File: config.mk
export PLATFORM = sky130hd
export DESIGN_NAME = tcg_out
export DESIGN_NICKNAME = d
export VERILOG_FILES = /design/src/design/tcg_pkg.sv /design/src/design/tcg_out.sv
export SDC_FILE = /design/constraint.sdc
export NUM_CORES = 1
export LEC_CHECK = 0
export BUFFER_PORTS_ARGS = -buffer_cell sky130_fd_sc_hd__buf_4
export CAP_MARGIN = 20
export CORE_AREA = 8 8 75 126
export CTS_BUF_LIST = sky130_fd_sc_hd__clkbuf_8 sky130_fd_sc_hd__clkbuf_16
export DETAILED_ROUTE_END_ITERATION = 12
export DIE_AREA = 0 0 83 134
export MAX_ROUTING_LAYER = met4
export REMOVE_ABC_BUFFERS = 1
export SYNTH_ARGS = -nofsm -noshare
export SYNTH_HDL_FRONTEND = slang
export SYNTH_SLANG_ARGS = --single-unit
File: constraint.sdc
create_clock -name clk -period 2.35 [get_ports clk]
set_input_delay 0.3525 -clock clk [delete_from_list [all_inputs] [get_ports clk]]
set_output_delay 0.3525 -clock clk [all_outputs]
set_load 0.03 [all_outputs]
File: src/design/tcg_pkg.sv
// Shared types, constants and helper functions for the teletext character generator.
// No dependencies; every other design file imports this package.
package tcg_pkg;

	localparam int ROW_COUNT   = 25;
	localparam int GLYPH_COUNT = 96;
	localparam int GLYPH_ROWS  = 10;
	localparam int FONT_DEPTH  = GLYPH_COUNT * GLYPH_ROWS;
	localparam int FONT_AW     = $clog2(FONT_DEPTH);
	localparam int FIFO_DEPTH  = 4;
	localparam int FIFO_AW     = $clog2(FIFO_DEPTH);

	typedef enum logic [2:0] {
		MODE_LOAD    = 3'd0,
		MODE_FRAME   = 3'd1,
		MODE_ROW     = 3'd2,
		MODE_LINE    = 3'd3,
		MODE_CHAR    = 3'd4,
		MODE_ROW_END = 3'd5,
		MODE_FLASH   = 3'd6
	} mode_t;

	localparam logic [6:0] CC_FLASH       = 7'h08;
	localparam logic [6:0] CC_STEADY      = 7'h09;
	localparam logic [6:0] CC_NORMAL_SIZE = 7'h0C;
	localparam logic [6:0] CC_DOUBLE      = 7'h0D;
	localparam logic [6:0] CC_CONCEAL     = 7'h18;
	localparam logic [6:0] CC_CONTIGUOUS  = 7'h19;
	localparam logic [6:0] CC_SEPARATED   = 7'h1A;
	localparam logic [6:0] CC_BLACK_BG    = 7'h1C;
	localparam logic [6:0] CC_NEW_BG      = 7'h1D;
	localparam logic [6:0] CC_HOLD        = 7'h1E;
	localparam logic [6:0] CC_RELEASE     = 7'h1F;

	localparam logic [6:0] CODE_SPACE     = 7'h20;
	localparam logic [6:0] CODE_UPPER_MOS = 7'h3F;
	localparam logic [6:0] CODE_LOWER_MOS = 7'h60;
	localparam logic [5:0] FLASH_ON_LIMIT = 6'd48;

	typedef struct packed {
		logic [2:0] fg;
		logic [2:0] bg;
		logic       mosaic;
		logic       sep;
		logic       flash;
		logic       hold;
		logic       dh;
	} attr_t;

	localparam attr_t ATTR_DEFAULT = '{fg: 3'd7, default: '0};

	typedef struct packed {
		logic                 we;
		logic [FONT_AW-1:0]   waddr;
		logic [5:0]           wdata;
		logic                 re;
		logic [FONT_AW-1:0]   raddr;
	} font_req_t;

	typedef struct packed {
		logic       use_font;
		logic [5:0] bits;
		logic [2:0] fg;
		logic [2:0] bg;
	} cell_t;

	function automatic logic [5:0] mosaic_row(input logic [6:0] code, input logic [3:0] la,
			input logic sep);
		logic [5:0] six;
		logic [6:0] diff;
		logic [1:0] pair;
		logic [5:0] m;
		diff = code - CODE_SPACE;
		six = (code >= CODE_LOWER_MOS) ? diff[5:0] : code[5:0];
		if (la <= 4'd2) begin
			pair = six[1:0];
		end else if (la <= 4'd6) begin
			pair = six[3:2];
		end else begin
			pair = six[5:4];
		end
		m = {{3{pair[1]}}, {3{pair[0]}}};
		if (sep) begin
			m = m & 6'b011011;
			if (la == 4'd2 || la == 4'd6 || la == 4'd9) begin
				m = '0;
			end
		end
		return m;
	endfunction

endpackage

File: src/design/tcg_out.sv
// Pixel coloring and output buffer: merges font data with the stage-one cell.
// Uses tcg_pkg; a small queue decouples the stream output from the pipeline.
module tcg_out
	import tcg_pkg::*;
(
	input  logic        clk,
	input  logic        arst_n,
	input  logic        valid_s1,
	input  cell_t       cell_s1,
	input  logic [5:0]  font_rdata,
	output logic        room,
	output logic        m_axis_tvalid,
	input  logic        m_axis_tready,
	output logic [23:0] m_axis_tdata
);

	logic [17:0]        fifo_q [FIFO_DEPTH];
	logic [FIFO_AW-1:0] wr_ptr_q, rd_ptr_q;
	logic [FIFO_AW:0]   count_q;
	logic [5:0]         bits;
	logic [17:0]        pixels;
	logic               pop;

	always_comb begin
		bits = cell_s1.use_font ? font_rdata : cell_s1.bits;
		for (int i = 0; i < 6; i++) begin
			pixels[3*i +: 3] = bits[i] ? cell_s1.fg : cell_s1.bg;
		end
		pop = m_axis_tvalid && m_axis_tready;
		room = (count_q + (FIFO_AW+1)'(valid_s1)) < (FIFO_AW+1)'(FIFO_DEPTH);
		m_axis_tvalid = count_q != '0;
		m_axis_tdata = {6'd0, fifo_q[rd_ptr_q]};
	end

	always_ff @(posedge clk or negedge arst_n) begin
		if (!arst_n) begin
			wr_ptr_q <= '0;
			rd_ptr_q <= '0;
			count_q <= '0;
		end else begin
			if (valid_s1) begin
				wr_ptr_q <= wr_ptr_q + FIFO_AW'(1);
			end
			if (pop) begin
				rd_ptr_q <= rd_ptr_q + FIFO_AW'(1);
			end
			count_q <= count_q + (FIFO_AW+1)'(valid_s1) - (FIFO_AW+1)'(pop);
		end
	end

	always_ff @(posedge clk) begin
		if (valid_s1) begin
			fifo_q[wr_ptr_q] <= pixels;
		end
	end

endmodule

==> reports/metrics.csv <==
stage,metric,value,unit
clock_network,clockBufferDepth,2,
routing,wl,6270,microns
timing,slew_violations,0,
power_and_ir_drop,p_leak,0.00152,uW
floorplanning,ios,49,
floorplanning,rows,43,
clock_network,cts_tree,done,
routing,post-route-drc-count,0,
timing,fin_setup_tns,0,ns
worst_setup_path,r2r-end,count_q[2],
worst_setup_path,path_cells,"buf_4, mux4_1, buf_4",
timing,setup_viol,0,
global_routing,grt_overflow,0,
worst_setup_path,ff2ff_setup_slack,0.93,ns
worst_setup_path,rr_worst_depth,4,
routing,drt_iter0_markers,116,
finish,final_nets,247,
yosys,synth.avg_cell_area,20.8,sq um
yosys,synth.most_common_cell,edfxtp_1,
worst_hold_path,hold_path.class,primary input to flop,
finish,drive_above_1_share,40.6,%
worst_hold_path,hold-path-endpoint,wr_ptr_q[0],
worst_setup_path,arrival,1.68,ns
routing,vias_per_cell,5.25,
run_status,status,"finished, final reports clean",
timing,period_minus_slack,2.03,ns
timing,finalClockSkew,0.00735,ns
yosys,yosys.area.top_type_share,64.7,%
global_routing,grt_pass1_wl,9920,microns
worst_setup_path,critPathMaxStageDelay,0.58,ns
worst_setup_path,cp-end-kind,output pin,
worst_setup_path,slowest_stage,mux4_1,
worst_setup_path,critPathRequiredTime,2.00,ns
yosys,synth-seq-cells,79,
timing,fmax,0.493,GHz
yosys,synthFlopType,edfxtp_1,
worst_setup_path,crit_top_cell,buf_4,
floorplanning,initial_core_util,42.9,%
routing,dr.pass1.iters,6,
timing,hold_viol,0,
floorplanning,fp.dieW,83,microns
placed_design,port_buffers,42,
power_and_ir_drop,vdd_drop_max,0.880,mV
worst_hold_path,worstHoldStart,valid_s1,
timing,fin_crit_sh,86.4,%
yosys,netlist_instances,161,
routing,via_count,1622,
job,maxCapViolCount,0,
worst_setup_path,crit_family,multiplexers,
clock_network,cts_inserted_buffers,9,
clock_network,h-tree-depth,3,
global_routing,grt_pass1_vias,1833,
routing,wire_per_inst,20.3,microns
yosys,synthTopCellsByArea,"edfxtp_1, mux4_2, mux2_2",
yosys,synth_warnings,0,
finish,diodes,0,
clock_network,clk_pin_slew,0.05,ns
routing,drtAntennaViolNets,0,
yosys,yosys.area.top_type,edfxtp_1,
yosys,yosysUniqueCellTypes,21,
global_routing,grt_max_degree,19,
clock_network,cts-root-buf,clkbuf_16,
timing,rsz0062_at_grt,false,
clock_network,postCtsSetupBuffers,0,
placed_design,hpwl,4560,microns
placed_design,gp_congestion,0.711,
yosys,synth_area,3340,sq um
yosys,seq_area_frac_synth,69.9,%
worst_setup_path,critPathLaunchType,flop,
clock_network,insertion_delay,0.33,ns
floorplanning,die_y,134,microns
floorplanning,die-area,11100,sq um
finish,syn2layout_area_growth,20.6,%
clock_network,cts_sinks,79,
global_routing,grtUsageTotal,12.2,%
worst_setup_path,path_max_fanout,10,
yosys,yosys-top-cells-count,"edfxtp_1, mux2_2, mux4_2",
worst_setup_path,worstSetupPathType,flop to output pin,
power_and_ir_drop,powerDensity,1280,nW/um^2
worst_setup_path,worst-path-buf-inv,2,
clock_network,cts.repair.resized,0,
floorplanning,core_area,7800,sq um
yosys,synth_edf_count,72,
worst_setup_path,timing.rr.start,count_q[1],
yosys,synth-async-reset-ratio,8.86,%
worst_hold_path,min_path_cells,2,
finish,final_util,51.7,%
global_routing,grt_antenna_before_repair,0,
[worst max path at each step]
stage,startpoint,endpoint,slack [ns],cells after the start
after global placement,rd_ptr_q[0],m_axis_tdata[5],0.69,3
final,rd_ptr_q[0],m_axis_tdata[17],0.32,3
after global routing,rd_ptr_q[0],m_axis_tdata[17],0.25,3
after floorplan,rd_ptr_q[0],m_axis_tdata[10],0.29,1
after detailed placement,rd_ptr_q[0],m_axis_tdata[17],0.65,3
after CTS,rd_ptr_q[0],m_axis_tdata[17],0.29,3
[metrics by stage]
stage                     hold slack [ns]  std cells  setup WS (ns)  total power [uW]  cell area (sq um)
after CTS                           0.247        309          0.285              5240               4030
after detailed placement            0.172        294          0.650              3980               3750
final                               0.254        309          0.320              5160               4030
after global placement              0.171        294          0.687              3890               3750
after global routing                0.261        309          0.253              5410               4030
after floorplan                    0.0569        155          0.287              3250               3270
[sequential cells by signal, summed over array words and instances, names as in the netlist]
signal,count
fifo_q,72
count_q,3
rd_ptr_q,2
wr_ptr_q,2
[logic make-up (layout without fill, tap and decap cells)]
family / count (synthesis) / in the layout / synth area share, %
AO/OA/AOI/OAI: 3 / 3 / 0.674
flip-flops: 79 / 79 / 69.9
XOR/XNOR: 5 / 5 / 1.31
AND/OR/NAND/NOR: 6 / 6 / 1.05
other: 1 / 6 / 0.112
multiplexers: 42 / 42 / 20.5
adder cells (fa/ha/maj): 8 / 8 / 2.99
buffers and inverters: 17 / 70 / 3.41
[where the power goes]
part           internal (uW)  leakage [uW]  total, uW  switching (uW)
Clock                    793      0.000143       1260             467
Sequential              1880      0.000743       1990             105
Combinational            801      0.000630       1910            1110
Total                   3480       0.00152       5160            1680
[final cells by class]
type                            count  area, sq um
Sequential cell                    79         2340
Fill cell                         640         3770
Inverter                            6         22.5
Multi-Input combinational cell     70          911
Tap cell                           90          113
Clock inverter                      5         45.0
Timing Repair Buffer               50          378
Clock buffer                        9          225
[what timing repair did]
item,in CTS,in global routing
endpoints found under the hold margin,7,0
setup endpoints to repair,0,0
hold buffers,1,0
[cells in the final DEF (no fill, tap or decap)]
cell,count
mux2_2,17
xnor2_1,3
xor2_1,2
and2_1,4
mux2i_1,6
edfxtp_1,72
clkinv_1,1
mux4_2,13
dfrtp_1,7
o21ai_0,1
conb_1,6
inv_1,9
o31a_1,1
dlygate4sd3_1,1
clkbuf_16,9
nand2_1,1
or3_1,1
ha_1,8
buf_4,49
o311ai_0,1
bufinv_16,1
mux2_1,1
mux4_1,5
[routing by layer]
layer	wire length [microns]	track usage, %	vias to the layer above
met5	0	-	-
met1	2420	12.3	815
met3	282	3.46	13
met4	139	7.07	0
met2	3420	20.7	47
li1	-	-	747
(Power assumes the default switching activity.)
