<file path="src/design/tcg_pkg.sv">
// Shared types, constants and helper functions for the teletext character generator.
// No dependencies; every other design file imports this package.
package tcg_pkg;

	localparam int ROW_COUNT   = 25;
	localparam int GLYPH_COUNT = 96;
	localparam int GLYPH_ROWS  = 10;
	localparam int FONT_DEPTH  = GLYPH_COUNT * GLYPH_ROWS;
	localparam int FONT_AW     = $clog2(FONT_DEPTH);
	localparam int FIFO_DEPTH  = 4;
	localparam int FIFO_AW     = $clog2(FIFO_DEPTH);

	typedef enum logic [2:0] {
		MODE_LOAD    = 3'd0,
		MODE_FRAME   = 3'd1,
		MODE_ROW     = 3'd2,
		MODE_LINE    = 3'd3,
		MODE_CHAR    = 3'd4,
		MODE_ROW_END = 3'd5,
		MODE_FLASH   = 3'd6
	} mode_t;

	localparam logic [6:0] CC_FLASH       = 7'h08;
	localparam logic [6:0] CC_STEADY      = 7'h09;
	localparam logic [6:0] CC_NORMAL_SIZE = 7'h0C;
	localparam logic [6:0] CC_DOUBLE      = 7'h0D;
	localparam logic [6:0] CC_CONCEAL     = 7'h18;
	localparam logic [6:0] CC_CONTIGUOUS  = 7'h19;
	localparam logic [6:0] CC_SEPARATED   = 7'h1A;
	localparam logic [6:0] CC_BLACK_BG    = 7'h1C;
	localparam logic [6:0] CC_NEW_BG      = 7'h1D;
	localparam logic [6:0] CC_HOLD        = 7'h1E;
	localparam logic [6:0] CC_RELEASE     = 7'h1F;

	localparam logic [6:0] CODE_SPACE     = 7'h20;
	localparam logic [6:0] CODE_UPPER_MOS = 7'h3F;
	localparam logic [6:0] CODE_LOWER_MOS = 7'h60;
	localparam logic [5:0] FLASH_ON_LIMIT = 6'd48;

	typedef struct packed {
		logic [2:0] fg;
		logic [2:0] bg;
		logic       mosaic;
		logic       sep;
		logic       flash;
		logic       hold;
		logic       dh;
	} attr_t;

	localparam attr_t ATTR_DEFAULT = '{fg: 3'd7, default: '0};

	typedef struct packed {
		logic                 we;
		logic [FONT_AW-1:0]   waddr;
		logic [5:0]           wdata;
		logic                 re;
		logic [FONT_AW-1:0]   raddr;
	} font_req_t;

	typedef struct packed {
		logic       use_font;
		logic [5:0] bits;
		logic [2:0] fg;
		logic [2:0] bg;
	} cell_t;

	function automatic logic [5:0] mosaic_row(input logic [6:0] code, input logic [3:0] la,
			input logic sep);
		logic [5:0] six;
		logic [6:0] diff;
		logic [1:0] pair;
		logic [5:0] m;
		diff = code - CODE_SPACE;
		six = (code >= CODE_LOWER_MOS) ? diff[5:0] : code[5:0];
		if (la <= 4'd2) begin
			pair = six[1:0];
		end else if (la <= 4'd6) begin
			pair = six[3:2];
		end else begin
			pair = six[5:4];
		end
		m = {{3{pair[1]}}, {3{pair[0]}}};
		if (sep) begin
			m = m & 6'b011011;
			if (la == 4'd2 || la == 4'd6 || la == 4'd9) begin
				m = '0;
			end
		end
		return m;
	endfunction

endpackage

</file>
<file path="src/design/tcg_ctrl.sv">
// Event decoder and attribute state: control codes, line addressing, flash phase.
// Uses tcg_pkg; drives the font store request and the stage-one cell register.
module tcg_ctrl
	import tcg_pkg::*;
(
	input  logic        clk,
	input  logic        arst_n,
	input  logic        accept,
	input  mode_t       mode,
	input  logic [7:0]  char_byte,
	input  logic [3:0]  line_number,
	input  logic [4:0]  row_number,
	input  logic [6:0]  glyph_index,
	input  logic [3:0]  glyph_row,
	input  logic [5:0]  glyph_bits,
	output font_req_t   font_req,
	output logic        valid_s1,
	output cell_t       cell_s1
);

	logic [5:0] flash_count_q, flash_count_n;
	logic       flash_visible_q, flash_visible_n;
	logic       dh_seen_q, dh_seen_n;
	logic       dh_prev_q, dh_prev_n;
	logic [3:0] line_q, line_n;
	attr_t      pend_q, pend_n;
	logic [6:0] held_code_q, held_code_n;
	logic       held_sep_q, held_sep_n;

	logic [6:0] code;
	logic       is_ctrl;
	logic       blank;
	logic [3:0] la;
	logic [3:0] la_low;
	logic [6:0] font_idx;
	logic [FONT_AW-1:0] load_addr;
	logic [FONT_AW-1:0] char_addr;
	cell_t      cell_n;

	always_comb begin
		code = char_byte[6:0];
		is_ctrl = code < CODE_SPACE;
		blank = dh_prev_q && !pend_q.dh;
		la_low = {1'b0, line_q[3:1]} + 4'd5;
		if (dh_prev_q) begin
			la = (la_low > 4'd9) ? 4'd9 : la_low;
		end else if (pend_q.dh) begin
			la = (line_q[3:1] > 3'd4) ? 4'd4 : {1'b0, line_q[3:1]};
		end else begin
			la = (line_q > 4'd9) ? 4'd9 : line_q;
		end
		font_idx = blank ? 7'd0 : (code - CODE_SPACE);
		load_addr = (FONT_AW'(glyph_index) << 3) + (FONT_AW'(glyph_index) << 1)
			+ FONT_AW'(glyph_row);
		char_addr = (FONT_AW'(font_idx) << 3) + (FONT_AW'(font_idx) << 1) + FONT_AW'(la);
	end

	always_comb begin
		flash_count_n = flash_count_q;
		flash_visible_n = flash_visible_q;
		dh_seen_n = dh_seen_q;
		dh_prev_n = dh_prev_q;
		line_n = line_q;
		pend_n = pend_q;
		held_code_n = held_code_q;
		held_sep_n = held_sep_q;
		font_req = '0;
		font_req.wdata = glyph_bits;
		font_req.waddr = load_addr;
		font_req.raddr = char_addr;
		cell_n = '0;
		cell_n.bg = pend_q.bg;
		cell_n.fg = (pend_q.flash && !flash_visible_q) ? pend_q.bg : pend_q.fg;
		if (accept) begin
			unique case (mode)
				MODE_LOAD: begin
					if (7'(glyph_index) < 7'(GLYPH_COUNT) && glyph_row < 4'(GLYPH_ROWS)) begin
						font_req.we = 1'b1;
					end
				end
				MODE_FRAME: begin
					dh_seen_n = 1'b0;
					dh_prev_n = 1'b0;
				end
				MODE_ROW: begin
					if (6'(row_number) < 6'(ROW_COUNT)) begin
						dh_seen_n = 1'b0;
					end
				end
				MODE_LINE: begin
					line_n = line_number;
					pend_n = ATTR_DEFAULT;
					held_code_n = CODE_SPACE;
					held_sep_n = 1'b0;
				end
				MODE_CHAR: begin
					if (is_ctrl) begin
						priority if (code[4:3] == 2'b00 && code[2:0] != 3'd0) begin
							pend_n.fg = code[2:0];
							pend_n.mosaic = 1'b0;
							held_code_n = CODE_SPACE;
						end else if (code[4:3] == 2'b10 && code[2:0] != 3'd0) begin
							pend_n.fg = code[2:0];
							pend_n.mosaic = 1'b1;
						end else begin
							unique case (code)
								CC_FLASH:       pend_n.flash = 1'b1;
								CC_STEADY:      pend_n.flash = 1'b0;
								CC_NORMAL_SIZE: pend_n.dh = 1'b0;
								CC_DOUBLE: begin
									pend_n.dh = 1'b1;
									dh_seen_n = 1'b1;
								end
								CC_CONCEAL:     pend_n.fg = pend_q.bg;
								CC_CONTIGUOUS:  pend_n.sep = 1'b0;
								CC_SEPARATED:   pend_n.sep = 1'b1;
								CC_BLACK_BG:    pend_n.bg = 3'd0;
								CC_NEW_BG:      pend_n.bg = pend_q.fg;
								CC_HOLD:        pend_n.hold = 1'b1;
								CC_RELEASE:     pend_n.hold = 1'b0;
								default: ;
							endcase
						end
						if (pend_q.hold && held_code_n != CODE_SPACE) begin
							cell_n.bits = mosaic_row(held_code_n, la, held_sep_n);
						end
					end else if (pend_q.mosaic && !blank
							&& (code <= CODE_UPPER_MOS || code >= CODE_LOWER_MOS)) begin
						cell_n.bits = mosaic_row(code, la, pend_q.sep);
						held_code_n = code;
						held_sep_n = pend_q.sep;
					end else begin
						cell_n.use_font = 1'b1;
						font_req.re = 1'b1;
					end
				end
				MODE_ROW_END: dh_prev_n = dh_seen_q;
				MODE_FLASH: begin
					flash_count_n = flash_count_q + 6'd1;
					flash_visible_n = flash_count_n < FLASH_ON_LIMIT;
				end
				default: ;
			endcase
		end
	end

	always_ff @(posedge clk or negedge arst_n) begin
		if (!arst_n) begin
			flash_count_q <= '0;
			flash_visible_q <= 1'b0;
			dh_seen_q <= 1'b0;
			dh_prev_q <= 1'b0;
			line_q <= '0;
			pend_q <= ATTR_DEFAULT;
			held_code_q <= CODE_SPACE;
			held_sep_q <= 1'b0;
			valid_s1 <= 1'b0;
		end else begin
			flash_count_q <= flash_count_n;
			flash_visible_q <= flash_visible_n;
			dh_seen_q <= dh_seen_n;
			dh_prev_q <= dh_prev_n;
			line_q <= line_n;
			pend_q <= pend_n;
			held_code_q <= held_code_n;
			held_sep_q <= held_sep_n;
			valid_s1 <= accept && (mode == MODE_CHAR);
		end
	end

	always_ff @(posedge clk) begin
		cell_s1 <= cell_n;
	end

endmodule

</file>
<file path="config.mk">
export PLATFORM = sky130hd
export DESIGN_NAME = tcg_ctrl
export DESIGN_NICKNAME = d
export VERILOG_FILES = /design/src/design/tcg_pkg.sv /design/src/design/tcg_ctrl.sv
export SDC_FILE = /design/constraint.sdc
export NUM_CORES = 1
export LEC_CHECK = 0
export BUFFER_PORTS_ARGS = -buffer_cell sky130_fd_sc_hd__buf_4
export CAP_MARGIN = 20
export CORE_MARGIN = 2
export CORE_UTILIZATION = 40
export DETAILED_ROUTE_END_ITERATION = 8
export SLEW_MARGIN = 20
export SYNTH_ARGS = -nofsm -noshare
export SYNTH_HDL_FRONTEND = slang
export SYNTH_SLANG_ARGS = --single-unit
</file>
<file path="constraint.sdc">
create_clock -name clk -period 3.1 [get_ports clk]
set_clock_uncertainty 0.1 [all_clocks]
set_input_delay 0.155 -clock clk [delete_from_list [all_inputs] [get_ports clk]]
set_output_delay 0.155 -clock clk [all_outputs]
set_load 0.01 [all_outputs]
</file>
==> results of run 1 <==
==> cell families after synthesis <==
kind of cell	Yosys count	synth area share
simple gates	119	0.189
buf+inv	46	0.0638
xor+xnor	19	0.0496
mux	11	0.0373
fa+ha+maj	35	0.140
compound gates	99	0.207
flops	44	0.313
==> final cells by class <==
cell class,count,share of cell area
multi-input combinational,283,0.506
sequential,44,0.246
timing repair buffer,95,0.170
tap,105,0.0307
inverter,22,0.0193
clock buffer,5,0.0161
clock inverter,3,0.0111
==> worst reg2reg max path: cells and delay by family (launching register included) <==
family	cells	cell delay (ns)
simple gates	1	0.10
compound gates	5	1.18
buf+inv	4	0.57
fa+ha+maj	1	0.21
flops	1	0.42
==> metrics by stage <==
step                power, mW  setup TNS [ns]  hold slack (ns)  cells   util
floorplan                1.27               0           -0.241    373      -
global placement         1.57               0           0.0304    530  0.480
detailed placement       1.59               0           0.0301    530  0.480
CTS                      2.15         -0.0762          0.00576    553  0.518
global route             2.31          -0.568           0.0176    557  0.523
finish                   2.17         -0.0684           0.0109    557  0.523
==> worst max path at each step <==
stage / end / cells past startpoint
final: font_req[8] / 15
after global routing: font_req[8] / 13
after CTS: font_req[8] / 15
after detailed placement: font_req[9] / 11
after global placement: font_req[9] / 11
after floorplan: font_req[9] / 11
==> cells in the final DEF (no fill, tap or decap), drive strengths merged, types with 4 or more instances in the layout <==
cell / netlist / layout
mux2i: 5 / 5
xnor2: 16 / 16
nand2b: 7 / 7
inv: 22 / 22
and2: 6 / 6
buf: 15 / 90
mux2: 6 / 6
o21ai: 26 / 26
ha: 31 / 31
o21bai: 5 / 5
a21oi: 22 / 22
a21o: 7 / 7
clkbuf: 9 / 5
nor3: 8 / 8
nand3: 11 / 11
a2111oi: 4 / 4
dlygate4sd3: 0 / 5
dfrtp: 29 / 29
nor2: 20 / 20
dfxtp: 11 / 11
nand2: 36 / 36
fa: 4 / 4
dfstp: 4 / 4
nor2b: 7 / 7
o22ai: 5 / 5
a31oi: 4 / 4
a22o: 5 / 5
==> flip-flops by register name, indices dropped and copies added, names as in the netlist <==
register	flops
cell_n	3
cell_s1	11
dh_prev_q	1
dh_seen_q	1
flash_count_q	6
flash_visible_q	1
held_code_q	7
held_sep_q	1
line_q	4
pend_q	8
valid_s1	1
==> cell usage after synthesis (3+ instances only) <==
library cell,count,share of area
sky130_fd_sc_hd__dfrtp_1,29,0.22
sky130_fd_sc_hd__buf_4,9,0.020
sky130_fd_sc_hd__inv_1,19,0.021
sky130_fd_sc_hd__a211oi_1,3,0.0067
sky130_fd_sc_hd__a21o_1,7,0.016
sky130_fd_sc_hd__dfxtp_1,11,0.066
sky130_fd_sc_hd__a21oi_1,21,0.031
sky130_fd_sc_hd__o21ai_0,21,0.031
sky130_fd_sc_hd__a31oi_1,4,0.0075
sky130_fd_sc_hd__o211ai_1,3,0.0067
sky130_fd_sc_hd__fa_1,4,0.024
sky130_fd_sc_hd__xor2_1,3,0.0078
sky130_fd_sc_hd__mux2_2,4,0.013
sky130_fd_sc_hd__dfstp_2,4,0.031
sky130_fd_sc_hd__nand2b_1,7,0.013
sky130_fd_sc_hd__a22o_1,5,0.013
sky130_fd_sc_hd__nor3_1,6,0.0090
sky130_fd_sc_hd__o22ai_1,5,0.0093
sky130_fd_sc_hd__nor2b_1,7,0.013
sky130_fd_sc_hd__inv_2,3,0.0034
sky130_fd_sc_hd__ha_1,31,0.12
sky130_fd_sc_hd__a2111oi_0,3,0.0078
sky130_fd_sc_hd__xnor2_1,16,0.042
sky130_fd_sc_hd__clkbuf_1,9,0.010
sky130_fd_sc_hd__nor4_1,3,0.0056
sky130_fd_sc_hd__mux2i_1,5,0.015
sky130_fd_sc_hd__nand2_1,36,0.040
sky130_fd_sc_hd__nand3_1,11,0.016
sky130_fd_sc_hd__and2_1,6,0.011
sky130_fd_sc_hd__o21bai_1,4,0.0090
sky130_fd_sc_hd__nand4_1,3,0.0056
sky130_fd_sc_hd__nor2_1,20,0.022
sky130_fd_sc_hd__buf_2,6,0.0090
sky130_fd_sc_hd__o21ai_1,3,0.0045
sky130_fd_sc_hd__and3_1,3,0.0056
==> what timing repair did <==
| item | CTS | global route |
|---|---|---|
| hold buffers | 5 | 0 |
| endpoints found under the setup margin | 4 | 4 |
| hold endpoints to repair | 33 | 0 |
| setup buffers | 11 | 4 |
| resized for setup | 19 | 4 |
| pin swaps | 17 | 10 |
==> layer usage <==
layer | GRT usage | up-vias | share of wire
li1 | - | 1487 | -
met4 | 0.0560 | 0 | 0.010
met3 | 0.0443 | 7 | 0.064
met5 | 0 | - | 0
met2 | 0.313 | 83 | 0.48
met1 | 0.248 | 1428 | 0.45
==> report_power, final <==
part	total, mW	internal (mW)	switching [mW]
clock	0.458	0.243	0.215
sequential	0.683	0.628	0.0550
combinational	1.02	0.521	0.503
total	2.17	1.39	0.773
==> impl_summary.md, run 1 <==
Synth
When the netlist entered floorplanning its net count stood at 448. The number of instances in the synthesized netlist is 373. The number of distinct library cells after synthesis is between 60 and 70. The number of enable-type register cells in the synthesized netlist is 0. The flip-flop cell with the highest count after synthesis is sky130_fd_sc_hd__dfrtp_1. The post-synthesis cell area is 3350 um^2. Yosys printed 0 warnings. The sequential share of the synthesized area is 0.313. Counting flops with an async set or reset pin after synthesis yields a share of 0.750. After synthesis the netlist holds a flip-flop and latch count of 44. In this run the mean area of a mapped cell was approximately 9.0 um^2.

Clock tree
The clock net sink count is 44. The clock transition at the registers of the reported paths is 0.09 ns. The clock tree from TritonCTS is done. Clock tree synthesis inserted a total of 5 buffers. The maximum buffer depth of the clock tree is 2. Clock latency on the worst-skew pair, taken at its later pin, is about 0.3 ns. The CTS H-tree depth is 2. The master cell of the clock root buffer is sky130_fd_sc_hd__clkbuf_8.

Floorplan
The die covers about 9100 um^2. The starting utilization of the core area is 0.410. The cell row count is 33. The y dimension of the die is 95.6 um. 82 I/O pins were placed.

The core region is slightly above 8000 um^2. Measured along the x axis, the die boundary spans 95.6 um.

Status
The final reports fail on setup timing. The run finished, with violations left.

Timing
The count of endpoints failing hold in the final timing report is 0. Setup repair after global routing could not meet its margin everywhere. The count of final max-slew check failures is 0. For the pin with the worst max-slew slack, the measured transition is 0.562 ns. The remaining max-slew budget at the tightest pin is 0.623. The count of endpoints failing setup in the final report is 1.

The smallest clock period supported by the final layout is computed as 3.17 ns. For this run, the top clock speed supported by timing is 0.316 GHz. Across all setup checks in the final design, the least slack found is -0.0684 ns. The ratio of final minimum period to clock period is 1.02.

Routing
The detailed-route vias per instance is 5.39. The total wire length after detailed routing is 8.14 mm. The count of nets left with antenna violations once routing finished came out at 0.

The number of detailed-routing iterations run before antenna repair is 4. Detailed routing inserted a total of 3005 vias. For this run, design rule violations remaining after detail routing come to 0.

The DRC violation total after the first TritonRoute iteration is 154. The routed wirelength normalized by instance count is 14.6 um.

GRT
The largest net degree at the start of global routing is 34. The wire length of the first global-routing pass is roughly 14 mm. Global routing finished with a remaining overflow of 0. The initial antenna violation count is 0.

The total global routing track utilization is 0.190. The number of global-route vias before repair is 2990.

Setup path
In this run the critical register-to-register path is captured at cell_s1[10]$_SDFF_PN0_. The category of the critical setup timing path is reg2out. For this run, the slowest stage of the critical path takes approximately 0.42 ns.

The cell at the slowest stage of the critical path is sky130_fd_sc_hd__dfrtp_1. In this run the worst setup path begins at line_q[2]$_DFFE_PN0P_. Traced cell by cell, the critical path runs through ha_2, buf_4, o311a_4, o21ai_4, nor2_2, ha_2, inv_2, fa_2, inv_2, a21o_1, a21oi_2, o21bai_1, a21oi_1, xnor2_1, buf_4.

The largest fanout of any net on the critical path is 3. Counting both buffers and inverters, the worst setup path holds a total of 4. Broken down by cell family, the worst path's largest delay share belongs to compound AO/OA/AOI/OAI gates.

The number of cells on the worst reg-to-reg path is 11. The sort of element at the end of the critical path is an output pin. For the worst setup path, the data required time is 2.84 ns. The critical path data arrival time is 2.91 ns.

The kind of launch point of the worst setup path is a flop. Setup slack on the worst reg-to-reg path comes out at 0.39 ns. The startpoint identified for the worst register-to-register timing path is line_q[2]$_DFFE_PN0P_.

Finish
The signed area change from the synthesized netlist to the final layout is 27.6%. The final layout contains about 530 nets. The filler cells instantiated in the layout total slightly below 800. After routing the design area is 4280 um^2.

The area of combinational cells with multiple inputs is 2160 um^2. In the final layout, the share of cells above drive strength 1 is 0.314. Registers take 1050 um^2. The repair_antennas step left the layout with diodes totalling 0.

Min path
The worst hold path startpoint is mode[1]. The cell depth of the worst min-delay path is 2. The worst hold path terminates at dh_prev_q$_DFFE_PN0P_.

The classification of the worst-slack hold path is in2reg.

Power
Summed over all cells, the static leakage comes to 2.02 nW. The highest ir drop seen on vdd is 205 uV. The power density over cell area is 506 nW/um^2.

Placement
At the end of routability-driven placement, the weighted congestion stood at 0.788. The standard cell area after detailed placement is 3920 um^2. Input and output buffers added on the ports amount to 66. The HPWL after detailed placement is 6.03 mm. Timing analysis after detailed placement gives a worst setup slack of 0.0621 ns.

Run
The number of max-capacitance violations reported is 0.
No activity file was read; power rests on OpenSTA's default activity.
==> inputs of run 2 (changes only) <==
--- a/config.mk
+++ b/config.mk
@@ -8,7 +8,7 @@
 export BUFFER_PORTS_ARGS = -buffer_cell sky130_fd_sc_hd__buf_4
 export CAP_MARGIN = 20
 export CORE_MARGIN = 2
-export CORE_UTILIZATION = 40
+export CORE_UTILIZATION = 30
 export DETAILED_ROUTE_END_ITERATION = 8
 export SLEW_MARGIN = 20
 export SYNTH_ARGS = -nofsm -noshare
==> run 2 against run 1 <==
The run still ends with setup timing left. Critical endpoint unchanged. Sequential power is essentially flat. Via count barely moved. Critical path type unchanged. Global-route usage is 4.0 points lower. Maximum frequency fell by 2.4%. Largest power group unchanged. Wire length increased by 4.1%. Combinational power barely moved. Total power is 3.0% lower. Non-clock buffer count down 4. Critical path depth down 1.
==> impl_summary.md, run 2 (synthesis gave the netlist of run 1 again) <==
Clock tree
CTS built an H-tree with a depth of 2. The longest clock path from root to sink contains 2 buffers. For this design, the sink count on the clock tree is 44.

TritonCTS created 5 clock buffers. The clock insertion delay at the later pin of the skew report is about 0.3 ns. The clock transition at the registers of the reported paths is 0.08 ns. The master cell of the clock root buffer is sky130_fd_sc_hd__clkbuf_8.

The clock tree from TritonCTS is done.

Run
Across the run, the number of max-cap violations was 0.

Floorplan
After floorplanning, the core was divided into 38 placement rows. The floorplan step defined a core boundary enclosing 10900 um^2. The floorplan step defined a die boundary enclosing around 12000 um^2.

The starting utilization of the core area is 0.308. For this design the top-level I/O count stands at a little over 80. From left edge to right edge, the die measures roughly 110 um.

The die is 110 um tall.

GRT
The number of global-route vias before repair is 3058. The residual overflow from global routing is 0. In the global route stage, overall resource usage came out at 0.150.

The largest net degree at the start of global routing is 34. The initial antenna violation count is 0. The first global-routing pass estimated roughly 14 mm of wire.

Setup path
By instance count, the cell type seen most on the critical path is sky130_fd_sc_hd__inv_2. The sort of element at the end of the critical path is an output pin. The critical path data arrival time is 2.99 ns.

The signal on the critical path passes through buf_6, nor4b_1, a211o_1, ha_1, ha_2, inv_2, fa_2, inv_2, a21o_1, a21oi_2, o21bai_1, a21oi_1, xnor2_1, buf_4. In this design, the stage delay of the slowest critical-path cell is between 0.4 and 0.5 ns. Of all nets on the critical path, the largest fanout is 4. The critical path startpoint is line_q[2]$_DFFE_PN0P_. The worst setup path is launched from a flop. In this run the critical register-to-register path is launched from line_q[2]$_DFFE_PN0P_.

Data on the critical path is required at its endpoint by 2.84 ns. The category of the critical setup timing path is reg2out. The sum of buffers and inverters on the critical path is 4. The cell at the slowest stage of the critical path is sky130_fd_sc_hd__dfrtp_1. The kind of cell with the highest combined delay along the critical path is compound AO/OA/AOI/OAI gates.

Status
The checks that failed: setup timing. The flow ran to the end, but the final reports show violations.

Placement
Summing all placed instances gives a cell area of 3950 um^2. At the end of routability-driven placement, the weighted congestion stood at 0.795. The placement-stage worst setup slack is 0.00520 ns. During placement, the flow inserted port buffers numbering 66. Detailed placement finished with a half-perimeter wire length of ~6.5 mm.

Timing
The minimum hold slack is 0.0294 ns. The count of endpoints failing hold in the final timing report is 0. Setup total negative slack on the finished layout was measured at -0.155 ns. Based on the critical path, the design can be clocked at up to 0.308 GHz. The count of endpoints failing setup in the final report is 2. For the finished layout, the period the worst path requires is 3.25 ns. The ratio of final minimum period to clock period is 1.05. After layout, the worst setup slack is -0.146 ns.

Setup repair after global routing could not meet its margin everywhere. Measured against its own limit, the worst slew margin works out to 0.635. The slew at the pin with the worst max-slew slack is between 0.5 and 0.6 ns. The count of final max-slew check failures is 0.

Finish
The library cell used most frequently in the layout, excluding fill and tap cells, is sky130_fd_sc_hd__buf_4. The register with the most flip-flops in the layout has 11 of them. The repair_antennas step left the layout with diodes totalling 0. The net count of the finished layout is roughly 520. From synthesis to final layout, the design area changed by 28.3%. The largest registers in the layout are cell_s1 x11, pend_q x8, held_code_q x7. The fraction of final layout cells with drive strength greater than 1 is 0.313. The design area is 4300 um^2. Counting flops per register, the top entry is cell_s1. The library cells used most frequently in the layout, excluding fill and tap cells, are sky130_fd_sc_hd__buf_4 (82), sky130_fd_sc_hd__nand2_1 (34), sky130_fd_sc_hd__ha_1 (28).

Routing
Dividing the detail-routed via count by the number of cells gives 5.12. After detailed routing, the average wire length per cell comes to 14.4 um. The number of DRC violations after detailed routing is 0. For this block, the initial DRC count from the detailed router was 89. Detailed routing inserted a total of between 3000 and 4000 vias. The total wire length after detailed routing is 8.47 mm.

The final antenna-violating net count is 0. The first detailed-routing pass took 4 iterations.

Min path
In this run the most critical hold path is launched from mode[2]. The classification of the worst-slack hold path is in2reg.

Power
The post-layout total power is 2.10 mW. In this run the static leakage power is 2.00 nW. The power density over cell area is 488 nW/um^2.

The highest ir drop seen on vdd is 174 uV.
-- run 2: routing by layer --
| metal | wire [um] | track usage |
|---|---|---|
| met4 | 145 | 0.0506 |
| met3 | 604 | 0.0332 |
| met1 | 3830 | 0.206 |
| met5 | 0 | 0 |
| met2 | 3900 | 0.233 |
-- run 2: cell type report --
class / count / area (um^2)
Clock buffer: 7 / 97.6
Inverter: 22 / 82.6
Multi-Input combinational cell: 283 / 2180
Clock inverter: 1 / 5.00
Fill cell: 1094 / 6590
Sequential cell: 44 / 1050
Tap cell: 140 / 175
Timing Repair Buffer: 91 / 709
-- run 2: timing repair --
| action | 4_1_cts | 5_1_grt |
|---|---|---|
| hold buffers | 6 | 0 |
| pin swaps | 10 | 3 |
| endpoints found under the hold margin | 34 | 0 |
| endpoints found under the setup margin | 4 | 4 |
| gates resized for setup | 19 | 10 |
| buffers inserted | 8 | 3 |
-- run 2: power breakdown --
group	total, mW	leakage (nW)	switching, mW	internal (mW)
registers	0.685	0.511	0.0568	0.628
logic	1.02	1.44	0.504	0.517
clock network	0.396	0.0534	0.189	0.207
total	2.10	2.00	0.750	1.35
-- run 2: metrics by stage --
step / util / cells
floorplan: - / 373
global placement: 0.363 / 563
detailed placement: 0.363 / 563
CTS: 0.390 / 585
global route: 0.395 / 588
finish: 0.395 / 588
-- run 2: worst paths after layout --
kind / slack [ns] / depth (start not counted) / to
max: -0.15 / 14 / font_req[8]
min: 0.03 / 3 / dh_prev_q$_DFFE_PN0P_
max reg2reg: 0.67 / 9 / cell_s1[11]$_SDFF_PN0_
min reg2reg: 0.33 / 0 / cell_s1[2]$_DFF_P_
max in group asynchronous: 2.33 / 2 / pend_q[9]$_DFFE_PN1P_
min in group asynchronous: 0.23 / 2 / held_code_q[0]$_DFFE_PN0P_
-- run 2: worst reg2reg max path, cell delays in order, from the launching register on --
cell	delay [ns]
sky130_fd_sc_hd__dfrtp_1	0.43
sky130_fd_sc_hd__ha_2	0.20
sky130_fd_sc_hd__buf_6	0.12
sky130_fd_sc_hd__o311a_4	0.37
sky130_fd_sc_hd__o21ai_4	0.14
sky130_fd_sc_hd__buf_4	0.19
sky130_fd_sc_hd__o21bai_4	0.10
sky130_fd_sc_hd__mux2_4	0.30
sky130_fd_sc_hd__mux2i_1	0.22
sky130_fd_sc_hd__o22ai_1	0.13
